===== src/rtl/core/dsm_pkg.sv =====
`timescale 1ns / 1ps

package dsm_pkg;

   localparam int MAX_SLOTS    = 512;
   localparam int MAX_GROUPING = 63;
   localparam int MAX_PIXELS   = 16384;

   localparam int SLOT_W  = 10;
   localparam int INDEX_W = 14;
   localparam int COPY_W  = 6;
   localparam int GROUP_W = 8;
   localparam int LEVEL_W = 8;

   localparam int CSR_INDEX_W = 3;
   localparam int CSR_DATA_W  = 10;

   localparam logic [CSR_INDEX_W-1:0] CSR_CHANNELS_PER_PIXEL  = 3'd0;
   localparam logic [CSR_INDEX_W-1:0] CSR_COLOR_ORDER         = 3'd1;
   localparam logic [CSR_INDEX_W-1:0] CSR_GROUP_COUNT         = 3'd2;
   localparam logic [CSR_INDEX_W-1:0] CSR_GROUPING_COUNT      = 3'd3;
   localparam logic [CSR_INDEX_W-1:0] CSR_START_ADDRESS       = 3'd4;
   localparam logic [CSR_INDEX_W-1:0] CSR_START_OFFSET_ENABLE = 3'd5;
   localparam logic [CSR_INDEX_W-1:0] CSR_BLACKOUT            = 3'd6;

   localparam logic [2:0] ORDER_RGB = 3'd0;
   localparam logic [2:0] ORDER_RBG = 3'd1;
   localparam logic [2:0] ORDER_GRB = 3'd2;
   localparam logic [2:0] ORDER_GBR = 3'd3;
   localparam logic [2:0] ORDER_BRG = 3'd4;
   localparam logic [2:0] ORDER_BGR = 3'd5;

   localparam logic KIND_PIXEL = 1'b0;
   localparam logic KIND_LATCH = 1'b1;

   localparam int FIFO_DEPTH = 4;
   localparam int FIFO_PTR_W = $clog2(FIFO_DEPTH);
   localparam int FIFO_CNT_W = $clog2(FIFO_DEPTH + 1);

   typedef struct packed {
      logic [LEVEL_W-1:0] red;
      logic [LEVEL_W-1:0] green;
      logic [LEVEL_W-1:0] blue;
   } rgb_type;

   // One queued job: an optional run of pixel writes and an optional latch.
   typedef struct packed {
      logic               pixels;
      logic [COPY_W-1:0]  copies;
      logic [INDEX_W-1:0] base;
      logic [LEVEL_W-1:0] red;
      logic [LEVEL_W-1:0] green;
      logic [LEVEL_W-1:0] blue;
      logic [LEVEL_W-1:0] white;
      logic               latch;
   } cmd_type;

   function automatic rgb_type color_select(input logic [2:0] order,
                                            input logic [LEVEL_W-1:0] d0,
                                            input logic [LEVEL_W-1:0] d1,
                                            input logic [LEVEL_W-1:0] d2);
      rgb_type c;
      case (order)
         ORDER_RBG: c = '{red: d0, green: d2, blue: d1};
         ORDER_GRB: c = '{red: d1, green: d0, blue: d2};
         ORDER_GBR: c = '{red: d2, green: d0, blue: d1};
         ORDER_BRG: c = '{red: d1, green: d2, blue: d0};
         ORDER_BGR: c = '{red: d2, green: d1, blue: d0};
         default:   c = '{red: d0, green: d1, blue: d2};
      endcase
      return c;
   endfunction

endpackage


===== src/rtl/core/dsm_fifo.sv =====
`timescale 1ns / 1ps

module dsm_fifo
   import dsm_pkg::*;
(
   input  logic    clock,
   input  logic    reset,
   input  logic    push,
   input  cmd_type push_data,
   input  logic    pop,
   output cmd_type pop_data,
   output logic    not_empty,
   output logic    full
);

   cmd_type                 mem_ff [FIFO_DEPTH];
   logic [FIFO_PTR_W-1:0]   wr_ptr_ff, wr_ptr_in;
   logic [FIFO_PTR_W-1:0]   rd_ptr_ff, rd_ptr_in;
   logic [FIFO_CNT_W-1:0]   count_ff, count_in;
   logic                    do_push, do_pop;

   assign full      = (count_ff == FIFO_CNT_W'(FIFO_DEPTH));
   assign not_empty = (count_ff != '0);
   assign do_push   = push && !full;
   assign do_pop    = pop && not_empty;
   assign pop_data  = mem_ff[rd_ptr_ff];

   always_comb begin
      wr_ptr_in = do_push ? wr_ptr_ff + 1'b1 : wr_ptr_ff;
      rd_ptr_in = do_pop ? rd_ptr_ff + 1'b1 : rd_ptr_ff;
      count_in  = count_ff;
      if (do_push && !do_pop) begin
         count_in = count_ff + 1'b1;
      end else if (do_pop && !do_push) begin
         count_in = count_ff - 1'b1;
      end
   end

   always_ff @(posedge clock) begin
      if (reset) begin
         wr_ptr_ff <= '0;
         rd_ptr_ff <= '0;
         count_ff  <= '0;
      end else begin
         wr_ptr_ff <= wr_ptr_in;
         rd_ptr_ff <= rd_ptr_in;
         count_ff  <= count_in;
      end
   end

   always_ff @(posedge clock) begin
      if (do_push) begin
         mem_ff[wr_ptr_ff] <= push_data;
      end
   end

endmodule


===== src/rtl/core/dsm_front.sv =====
`timescale 1ns / 1ps

module dsm_front
   import dsm_pkg::*;
(
   input  logic                   clock,
   input  logic                   reset,
   input  logic                   accept,
   input  logic [LEVEL_W-1:0]     slot_value,
   input  logic                   first_slot,
   input  logic                   last_slot,
   input  logic                   do_update,
   input  logic                   driver_busy,
   input  logic                   csr_write,
   input  logic [CSR_INDEX_W-1:0] csr_index,
   input  logic [CSR_DATA_W-1:0]  csr_data,
   output logic                   push,
   output cmd_type                cmd
);

   logic [2:0]          cpp_ff, order_ff;
   logic [GROUP_W-1:0]  group_count_ff;
   logic [COPY_W-1:0]   grouping_ff;
   logic [SLOT_W-1:0]   start_ff;
   logic                offset_en_ff, blackout_ff;

   logic [SLOT_W-1:0]   pos_ff, pos_in;
   logic [1:0]          phase_ff, phase_in;
   logic [GROUP_W-1:0]  gp_ff, gp_in;
   logic                drop_ff, drop_in;
   logic [LEVEL_W-1:0]  hold_ff [3];
   logic [LEVEL_W-1:0]  hold_in [3];

   logic [SLOT_W-1:0]   pos_e, skip;
   logic [1:0]          phase_e;
   logic [GROUP_W-1:0]  gp_e;
   logic                drop_e, active, complete;
   logic [2:0]          cpp;
   rgb_type             rgb;

   always_comb begin
      pos_e   = first_slot ? '0 : pos_ff;
      phase_e = first_slot ? '0 : phase_ff;
      gp_e    = first_slot ? '0 : gp_ff;
      drop_e  = first_slot ? driver_busy : drop_ff;

      pos_in   = pos_e;
      phase_in = phase_e;
      gp_in    = gp_e;
      drop_in  = drop_e;
      hold_in  = hold_ff;
      complete = 1'b0;

      cpp  = (cpp_ff == 3'd4) ? 3'd4 : 3'd3;
      skip = '0;
      if (offset_en_ff && start_ff != '0) begin
         skip = start_ff - 1'b1;
      end
      active = !drop_e && (pos_e < SLOT_W'(MAX_SLOTS));

      if (active && pos_e >= skip && gp_e < group_count_ff) begin
         if ({1'b0, phase_e} + 3'd1 < cpp) begin
            case (phase_e)
               2'd0: hold_in[0] = slot_value;
               2'd1: hold_in[1] = slot_value;
               2'd2: hold_in[2] = slot_value;
               default: ;
            endcase
            phase_in = phase_e + 1'b1;
         end else begin
            complete = 1'b1;
            phase_in = '0;
            gp_in    = gp_e + 1'b1;
         end
      end
      if (active) begin
         pos_in = pos_e + 1'b1;
      end

      rgb = color_select(order_ff, hold_ff[0], hold_ff[1], slot_value);

      cmd.pixels = complete && (grouping_ff != '0);
      cmd.copies = grouping_ff;
      cmd.base   = INDEX_W'({{(INDEX_W-GROUP_W){1'b0}}, gp_e} *
                            {{(INDEX_W-COPY_W){1'b0}}, grouping_ff});
      if (cpp == 3'd4) begin
         cmd.red   = hold_ff[0];
         cmd.green = hold_ff[1];
         cmd.blue  = hold_ff[2];
         cmd.white = slot_value;
      end else begin
         cmd.red   = rgb.red;
         cmd.green = rgb.green;
         cmd.blue  = rgb.blue;
         cmd.white = '0;
      end
      cmd.latch = 1'b0;
      if (last_slot) begin
         cmd.latch = !drop_e && do_update && !blackout_ff;
         drop_in   = 1'b1;
      end

      push = accept && (cmd.pixels || cmd.latch);
   end

   always_ff @(posedge clock) begin
      if (reset) begin
         pos_ff   <= '0;
         phase_ff <= '0;
         gp_ff    <= '0;
         drop_ff  <= 1'b0;
         hold_ff  <= '{default: '0};
      end else if (accept) begin
         pos_ff   <= pos_in;
         phase_ff <= phase_in;
         gp_ff    <= gp_in;
         drop_ff  <= drop_in;
         hold_ff  <= hold_in;
      end
   end

   always_ff @(posedge clock) begin
      if (reset) begin
         cpp_ff         <= 3'd3;
         order_ff       <= ORDER_RGB;
         group_count_ff <= GROUP_W'(170);
         grouping_ff    <= COPY_W'(1);
         start_ff       <= SLOT_W'(1);
         offset_en_ff   <= 1'b1;
         blackout_ff    <= 1'b0;
      end else if (csr_write) begin
         case (csr_index)
            CSR_CHANNELS_PER_PIXEL:  cpp_ff         <= csr_data[2:0];
            CSR_COLOR_ORDER:         order_ff       <= csr_data[2:0];
            CSR_GROUP_COUNT:         group_count_ff <= csr_data[GROUP_W-1:0];
            CSR_GROUPING_COUNT:      grouping_ff    <= csr_data[COPY_W-1:0];
            CSR_START_ADDRESS:       start_ff       <= csr_data[SLOT_W-1:0];
            CSR_START_OFFSET_ENABLE: offset_en_ff   <= csr_data[0];
            CSR_BLACKOUT:            blackout_ff    <= csr_data[0];
            default: ;
         endcase
      end
   end

endmodule


===== src/rtl/core/dsm_back.sv =====
`timescale 1ns / 1ps

module dsm_back
   import dsm_pkg::*;
(
   input  logic               clock,
   input  logic               reset,
   input  cmd_type            head,
   input  logic               head_valid,
   output logic               pop,
   output logic               rsp_valid,
   input  logic               rsp_stall,
   output logic               rsp_kind,
   output logic [INDEX_W-1:0] rsp_pixel_index,
   output logic [LEVEL_W-1:0] rsp_red,
   output logic [LEVEL_W-1:0] rsp_green,
   output logic [LEVEL_W-1:0] rsp_blue,
   output logic [LEVEL_W-1:0] rsp_white,
   output logic               rsp_last
);

   cmd_type             cur_ff;
   logic [COPY_W-1:0]   k_ff, k_in;
   logic                pix_ff, pix_in;
   logic                latch_ff, latch_in;
   logic                busy, out_free, emit, last_copy;

   logic                valid_ff, valid_in;
   logic                kind_ff, kind_in, last_ff, last_in;
   logic [INDEX_W-1:0]  index_ff, index_in;
   logic [LEVEL_W-1:0]  red_ff, red_in, green_ff, green_in;
   logic [LEVEL_W-1:0]  blue_ff, blue_in, white_ff, white_in;

   assign busy      = pix_ff || latch_ff;
   assign out_free  = !valid_ff || !rsp_stall;
   assign emit      = busy && out_free;
   assign pop       = !busy && head_valid;
   assign last_copy = ((k_ff + 1'b1) == cur_ff.copies);

   always_comb begin
      k_in     = k_ff;
      pix_in   = pix_ff;
      latch_in = latch_ff;
      valid_in = valid_ff && rsp_stall;
      kind_in  = kind_ff;
      index_in = index_ff;
      red_in   = red_ff;
      green_in = green_ff;
      blue_in  = blue_ff;
      white_in = white_ff;
      last_in  = last_ff;

      if (pop) begin
         k_in     = '0;
         pix_in   = head.pixels;
         latch_in = head.latch;
      end else if (emit) begin
         valid_in = 1'b1;
         if (pix_ff) begin
            kind_in  = KIND_PIXEL;
            index_in = cur_ff.base + {{(INDEX_W-COPY_W){1'b0}}, k_ff};
            red_in   = cur_ff.red;
            green_in = cur_ff.green;
            blue_in  = cur_ff.blue;
            white_in = cur_ff.white;
            last_in  = last_copy && !latch_ff;
            k_in     = k_ff + 1'b1;
            if (last_copy) begin
               pix_in = 1'b0;
            end
         end else begin
            kind_in  = KIND_LATCH;
            index_in = '0;
            red_in   = '0;
            green_in = '0;
            blue_in  = '0;
            white_in = '0;
            last_in  = 1'b1;
            latch_in = 1'b0;
         end
      end
   end

   always_ff @(posedge clock) begin
      if (reset) begin
         pix_ff   <= 1'b0;
         latch_ff <= 1'b0;
         valid_ff <= 1'b0;
      end else begin
         pix_ff   <= pix_in;
         latch_ff <= latch_in;
         valid_ff <= valid_in;
      end
   end

   always_ff @(posedge clock) begin
      if (pop) begin
         cur_ff <= head;
      end
      k_ff     <= k_in;
      kind_ff  <= kind_in;
      index_ff <= index_in;
      red_ff   <= red_in;
      green_ff <= green_in;
      blue_ff  <= blue_in;
      white_ff <= white_in;
      last_ff  <= last_in;
   end

   assign rsp_valid       = valid_ff;
   assign rsp_kind        = kind_ff;
   assign rsp_pixel_index = index_ff;
   assign rsp_red         = red_ff;
   assign rsp_green       = green_ff;
   assign rsp_blue        = blue_ff;
   assign rsp_white       = white_ff;
   assign rsp_last        = last_ff;

endmodule


===== src/rtl/core/dmx_slot_to_pixel_mapper.sv =====
`timescale 1ns / 1ps

// Maps the slots of a DMX frame onto pixel writes. The front end takes one slot beat per
// cycle, tracks the slot and group position, gathers three or four channels and queues one
// job per slot that finishes a group of nonzero grouping or asks for a latch in a four-entry
// queue; it stalls the slot side only when that queue is full. The back end expands each job
// into one pixel write per cycle while the output is not stalled, one for each copy of the
// group, then the latch item, through a registered output stage. It takes no new job until
// it is through with the last one, so the sustained rate is set by the grouping count;
// slots that only collect a channel queue no job. A slot's result passes through the queue,
// the back-end job register and the output stage. Configuration writes are always ready.
module dmx_slot_to_pixel_mapper
   import dsm_pkg::*;
(
   input  logic                   clock,
   input  logic                   reset,
   input  logic                   req_valid,
   output logic                   req_stall,
   input  logic [LEVEL_W-1:0]     req_slot_value,
   input  logic                   req_first_slot,
   input  logic                   req_last_slot,
   input  logic                   req_do_update,
   input  logic                   req_driver_busy,
   output logic                   rsp_valid,
   input  logic                   rsp_stall,
   output logic                   rsp_kind,
   output logic [INDEX_W-1:0]     rsp_pixel_index,
   output logic [LEVEL_W-1:0]     rsp_red,
   output logic [LEVEL_W-1:0]     rsp_green,
   output logic [LEVEL_W-1:0]     rsp_blue,
   output logic [LEVEL_W-1:0]     rsp_white,
   output logic                   rsp_last,
   input  logic                   csr_valid,
   output logic                   csr_ready,
   input  logic [CSR_INDEX_W-1:0] csr_index,
   input  logic [CSR_DATA_W-1:0]  csr_data
);

   logic    accept, push, pop, not_empty, full;
   cmd_type cmd, head;

   assign req_stall = full;
   assign accept    = req_valid && !full;
   assign csr_ready = 1'b1;

   dsm_front u_front (
      .clock       (clock),
      .reset       (reset),
      .accept      (accept),
      .slot_value  (req_slot_value),
      .first_slot  (req_first_slot),
      .last_slot   (req_last_slot),
      .do_update   (req_do_update),
      .driver_busy (req_driver_busy),
      .csr_write   (csr_valid && csr_ready),
      .csr_index   (csr_index),
      .csr_data    (csr_data),
      .push        (push),
      .cmd         (cmd)
   );

   dsm_fifo u_fifo (
      .clock     (clock),
      .reset     (reset),
      .push      (push),
      .push_data (cmd),
      .pop       (pop),
      .pop_data  (head),
      .not_empty (not_empty),
      .full      (full)
   );

   dsm_back u_back (
      .clock           (clock),
      .reset           (reset),
      .head            (head),
      .head_valid      (not_empty),
      .pop             (pop),
      .rsp_valid       (rsp_valid),
      .rsp_stall       (rsp_stall),
      .rsp_kind        (rsp_kind),
      .rsp_pixel_index (rsp_pixel_index),
      .rsp_red         (rsp_red),
      .rsp_green       (rsp_green),
      .rsp_blue        (rsp_blue),
      .rsp_white       (rsp_white),
      .rsp_last        (rsp_last)
   );

endmodule


===== config.mk =====
export PLATFORM = sky130hd
export DESIGN_NAME = dmx_slot_to_pixel_mapper
export DESIGN_NICKNAME = d
export VERILOG_FILES = /design/src/rtl/core/dsm_pkg.sv /design/src/rtl/core/dsm_fifo.sv /design/src/rtl/core/dsm_front.sv /design/src/rtl/core/dsm_back.sv /design/src/rtl/core/dmx_slot_to_pixel_mapper.sv
export SDC_FILE = /design/constraint.sdc
export NUM_CORES = 1
export LEC_CHECK = 0
export ABC_CLOCK_PERIOD_IN_PS = 8900
export BUFFER_PORTS_ARGS = -buffer_cell sky130_fd_sc_hd__buf_2
export CAP_MARGIN = 20
export CELL_PAD_IN_SITES_DETAIL_PLACEMENT = 1
export CELL_PAD_IN_SITES_GLOBAL_PLACEMENT = 2
export CORE_MARGIN = 2
export CORE_UTILIZATION = 40
export DETAILED_ROUTE_END_ITERATION = 8
export PLACE_DENSITY = 0.84
export SLEW_MARGIN = 10
export SYNTH_ARGS = -nofsm -noshare
export SYNTH_HDL_FRONTEND = slang
export SYNTH_SLANG_ARGS = --single-unit

===== constraint.sdc =====
create_clock -name clock -period 8.9 [get_ports clock]
set_input_delay 2.225 -clock clock [delete_from_list [all_inputs] [get_ports clock]]
set_output_delay 2.225 -clock clock [all_outputs]
set_load 0.02 [all_outputs]

# [Word level (Yosys, flattened, before mapping)]
# Memories as Yosys holds them, arrays and structs flattened. A register that Yosys moved wholly into a read port is not among the register bits.
# Cells that the tools add are included.
[op_classes] mux=33 bitwise_logic=1 order_cmp=4 mul=1 eq_ne=18 n_reduce_logical=49 addsub=11
[ops] cell="24-bit case mux with 5 select lines" n=1
[ops] cell="32-bit two-way mux" n=1
[ops] cell="10-bit two-way mux" n=3
[ops] cell="3-bit == test, second input constant" n=8
[ops] cell="8-bit two-way mux" n=3
[ops] cell="2-bit AND reduction" n=10
[ops] cell="1-bit logical AND" n=17
[ops] cell="1-bit two-way mux" n=17
[ops] cell="14-bit by 6-bit adder with 14-bit output" n=1
[ops] cell="8-bit by 6-bit multiplier with 14-bit output" n=1
[ops] cell="3-bit by 2-bit == test with 1-bit output, second input constant" n=4
[ops] cell="4-bit AND reduction" n=3
[ops] cell="10-bit by 1-bit adder with 10-bit output, second input constant" n=1
[ops] cell="10-bit greater-or-equal comparator" n=1
[ops] cell="10-bit < comparator, second input constant" n=1
[ops] cell="2-bit two-way mux" n=5
[ops] cell="10-bit nonzero test" n=1
[ops] cell="10-bit by 1-bit subtractor with 10-bit output, second input constant" n=1
[ops] cell="1-bit logical NOT" n=9
[ops] cell="3-bit two-way mux" n=3
[ops] cell="8-bit by 1-bit adder with 8-bit output, second input constant" n=1
[ops] cell="8-bit < comparator" n=1
[ops] cell="2-bit by 1-bit adder with 2-bit output, second input constant" n=3
[ops] cell="6-bit by 1-bit adder with 6-bit output, second input constant" n=1
[ops] cell="other kinds (16)" n=20
[totals] register_bits=193 memories=1 inputBits=30 wordCells=152 out_inout_bits=51 ram_bits=216
[mem_list] memory="u_fifo.mem_ff" depth=4 word_bits=54 rd=1 rd_ports_with_merged_regs=1 write_ports=1 line="dsm_fifo.sv:16" rtl="cmd_type mem_ff [FIFO_DEPTH];"

# [Depth between registers and ports, before layout]
[logic_depth] ltp_word=15 mapped_depth=21

# [Cells and area by module]
# Synthesis repeated with hierarchy kept, for this count alone.
[hier_totals] hier_cells=1394 hier_area_um2=18774.3
[modules_own_cells] module="dsm_fifo" cells_per_inst=330 area_per_inst_um2=8328.0 seq_area_each_um2=6666.4 instances=1
[modules_own_cells] module="dsm_front" cells_per_inst=794 area_per_inst_um2=6203.4 seq_area_each_um2=1541.5 instances=1
[modules_own_cells] module="dsm_back" cells_per_inst=267 area_per_inst_um2=4217.8 seq_area_each_um2=3183.1 instances=1
[modules_own_cells] module="dmx_slot_to_pixel_mapper" cells_per_inst=3 area_per_inst_um2=25.0 seq_area_each_um2=0.0 instances=1

# [Worst setup path after synthesis]
# No wires, ideal clock.
[synth_timing] path_type="input to register" from="in req_first_slot" to="mem u_fifo.mem_ff[0][0] (netlist name), enable pin" path_slack_ns=-0.250 t_required_ns=8.356 cell_stages=14 arrival_time_ns=8.606 path_cell_list="clkbuf_1 clkbuf_1 buf_1 nand2b_1 inv_1 ha_1 ha_1 o21ai_0 a32oi_1 and3_4 and2_4 buf_6 a21oi_2 nor3b_1"
[synth_between] elab_chain_len=12 elab_cells_between_ends=24
[synth_rtl] item="start: declaration" line="dmx_slot_to_pixel_mapper.sv:20" rtl="input logic req_first_slot,"
[synth_rtl] item="10-bit two-way mux or 1-bit two-way mux (tied branches)" line="dsm_front.sv:42, dsm_front.sv:45"
[synth_rtl] item="10-bit < comparator or 1-bit logical NOT (tied branches)" line="dsm_front.sv:59, dsm_front.sv:99"
[synth_rtl] item="1-bit logical AND" line="dsm_front.sv:59" rtl="active = !drop_e && (pos_e < SLOT_W'(MAX_SLOTS));"
[synth_rtl] item="1-bit logical AND (2 in a row)" line="dsm_front.sv:61" rtl="if (active && pos_e >= skip && gp_e < group_count_ff) begin"
[synth_rtl] item="1-bit two-way mux" line="dsm_front.sv:61"
[synth_rtl] item="1-bit logical AND" line="dsm_front.sv:82" rtl="cmd.pixels = complete && (grouping_ff != '0);"
[synth_rtl] item="1-bit logical OR (*)" line="dsm_front.sv:103" rtl="push = accept && (cmd.pixels || cmd.latch);"
[synth_rtl] item="1-bit logical AND (*)" line="dsm_front.sv:103"
[synth_rtl] item="1-bit logical AND (*)" line="dsm_fifo.sv:24" rtl="assign do_push = push && !full;"
[synth_rtl] item="1-bit two-way mux (*)" line="dsm_fifo.sv:52" rtl="if (do_push) begin"
[synth_rtl] item="1-bit two-way mux (not written as such) (*)" line="dsm_fifo.sv:53" rtl="mem_ff[wr_ptr_ff] <= push_data;"
[synth_rtl] item="end: declaration" line="dsm_fifo.sv:16"
# Mark *: on every way between the ends. The rest lies on a longest branch, timed or not.

==> reports/metrics.cfg <==
[worst_setup_path]
worstSetupPathType=in -> reg
critPathMaxStageDelay_ns=0.55
required_ns=9.24
crit_buf_inv=3
ff2ff_setup_slack_ns=4.23
slowest_stage=fa_1
worstPathCellList=buf_2 > nor2b_1 > and2_1 > fa_1 > inv_1 > fa_1 > fa_1 > inv_1 > ha_1 > a21o_1 > a21oi_1 > o21ai_0 > nor4_1 > o41ai_1 > a21oi_1 > xnor2_1
cp_common_cell=fa_1
endpoint_kind=flop
worst_setup_path_start_kind=input pin
crit_fanout=39
path_delay_family=adder cells
worstPathArrival_ns=6.69

[routing]
antenna_left=0
post_drt_wl_per_cell_um=19.0
first_iter_violations=628
num_vias=10900
drc_errors=0
first_pass_iters=5
wirelength_um=39700
vias_per_cell=5.21

[sta]
fin_crit_ns=6.35
finalSetupViolCount=0
rsz0062_at_grt=no
finalHoldViolations=0
skew_ns=0.0258
slew_headroom_pct=37.1
layout_worst_path_cycle_share_pct=71.4
worst_pin_slew_ns=0.934
fmax_ghz=0.157
tns_ns=0
slew_viol_final=0

[yosys]
synth_flop_cell=edfxtp_1
yosysMostFrequentCell=edfxtp_1
yosys_warnings=0
syn_area_um2=18400
yosys-top-cells-count=edfxtp_1, nand2_1, nor2_1
synth_nets=1491
synth_top_area_share_pct=51.6
ys_async_sr_fraction_pct=0
yosys.cell_types.count=60
avgSynthCellArea_um2=13.4
ys_ff_latch=411
synth-seq-area-share_pct=61.9
synthTopCellsByArea=edfxtp_1, dfxtp_1, mux4_2
yosysTopAreaCell=edfxtp_1
syn_inst=1374
synth-edff-count=316

[power_and_ir_drop]
p_clk_share_pct=32.9
p_int_w=0.00391
seqPwrFrac_pct=47.3
p_sw_w=0.00156
p_leak_nw=7.79
switching_share_pct=28.5
combPwrFrac_pct=19.8
ir_drop_uv=155
p_per_area_nw_per_um2=262

[floorplan]
die-height_um=218
fp.coreArea_um2=45400
rows=78
die_area_um2=47700
io_pins=81
dieWidth_um=218
initial_core_util_pct=40.5

[finish]
diodes=0
drive_gt1_share_pct=15.5
fin_nets=1566
num-fill-cells=4677
syn2layout_area_growth_pct=13.4
fin_cells=2083

[cts]
clk_pin_slew_ns=0.06
clock_latency_ns=0.58
cts_root_buf=clkbuf_16
post_cts_buffers=0
cts_hold_buf=0
clockBufferDepth=3
cts_sinks=411
numCtsBuffers=44
ctsResizeCount=0
htreeDepth=2
cts_tree=done

[placement]
numPortBuffers=79
gp_congestion=0.790
place_hpwl_um=27400
placedCellCount=2001

[min_path]
hold_class=reg -> reg

[global_route]
grt_usage_pct=17.1
grt_pass1_vias=11600
grt_start_max_net_pins=83
grt_pass1_wl_um=64000
grt.overflow.total=0
antenna_found_initial=0

[outcome]
outcome=completed

[flow_run]
drv_cap=0

[cell usage in the layout (no fill, tap or decap), drive strengths merged, types with 25 or more instances in the layout]
cell    Yosys  routed
a21oi      59      59
and2       60      60
buf        16      95
clkbuf     50      55
dfxtp      95      95
edfxtp    316     316
fa         27      27
ha         60      60
inv        57      59
mux2i      49      49
mux4       54      54
nand2     146     146
nor2      114     114
nor2b      25      25
o21ai      43      43
xnor2      26      26
[kinds of logic (layout without fill, tap and decap cells)]
| group | Yosys count | count (layout) | share of synthesized area, % |
|---|---|---|---|
| other cells | 1 | 1 | 0.0204 |
| mux | 105 | 105 | 9.40 |
| buf+inv | 124 | 233 | 2.70 |
| simple gates | 437 | 437 | 11.2 |
| flops | 411 | 411 | 61.9 |
| xor+xnor | 48 | 48 | 2.28 |
| fa+ha+maj | 87 | 87 | 7.02 |
| compound gates | 161 | 161 | 5.45 |
[worst register-to-register path, delay by kind of cell, from the launching register on]
family	cells	cell delay, ns
AOI/OAI and AO/OA	5	0.86
adders and majority gates	4	1.82
DFF	1	0.39
xor gates and xnor gates	1	0.21
and+or+nand+nor	3	1.00
buffers and inverters	3	0.16
[sequential cells by signal, summed over array words and instances, names as in the netlist, 10 cells and up, named ones only]
name and flops:
u_front.pos_ff 10, u_front.hold_ff 24, u_back.rsp_pixel_index 14, u_fifo.mem_ff 216
u_back.cur_ff 52, u_front.start_ff 10
[final timing paths]
| kind | startpoint | endpoint | cells after the start |
|---|---|---|---|
| setup / recovery | req_first_slot | u_fifo.mem_ff[2][46] | 16 |
| hold / removal | u_front.group_count_ff[4] | u_front.group_count_ff[4] | 2 |
| setup reg to reg | u_front.gp_ff[2] | u_fifo.mem_ff[2][46] | 16 |
| hold reg to reg | u_front.group_count_ff[4] | u_front.group_count_ff[4] | 2 |
[power groups by stage]
stage	Clock [W]	Sequential [W]	Combinational (W)
after floorplan	0	0.00275	0.000631
after global placement	0	0.00261	0.00106
after detailed placement	0	0.00263	0.00109
after CTS	0.00184	0.00259	0.00110
after global routing	0.00191	0.00262	0.00119
final	0.00180	0.00259	0.00108
[layout make-up]
type                       instances  area [um2]  area share (%)
clock inverter                    25         288            1.38
clock buffer                      55        1140            5.47
inverter                          58         218            1.04
tap                              600         751            3.60
multi-input combinational        839        6540            31.3
sequential                       411       11400            54.6
timing repair buffer              95         536            2.57
[routing by layer]
metal / vias to the layer above / track usage, % / wire (um) / share of wire (%)
met3: 55 / 2.83 / 1650 / 4.2
li1: 5118 / - / - / -
met4: 0 / 4.44 / 706 / 1.8
met1: 5480 / 23.3 / 18100 / 46
met2: 201 / 28.4 / 19200 / 48
met5: - / 0 / 0 / 0
[per-stage QoR]
| stage | total power (W) | hold slack (ns) | utilization (%) | area [um2] | setup slack, ns |
|---|---|---|---|---|---|
| finish | 0.00547 | 0.464 | 46.0 | 20900 | 2.55 |
| global placement | 0.00368 | 0.446 | 42.7 | 19400 | 2.12 |
| detailed placement | 0.00373 | 0.457 | 42.8 | 19400 | 2.00 |
| floorplan | 0.00338 | 0.436 | - | 18400 | -0.250 |
| CTS | 0.00554 | 0.465 | 45.9 | 20800 | 2.60 |
| global route | 0.00573 | 0.487 | 46.0 | 20900 | 2.13 |
Power figures use the tool's default switching activity.
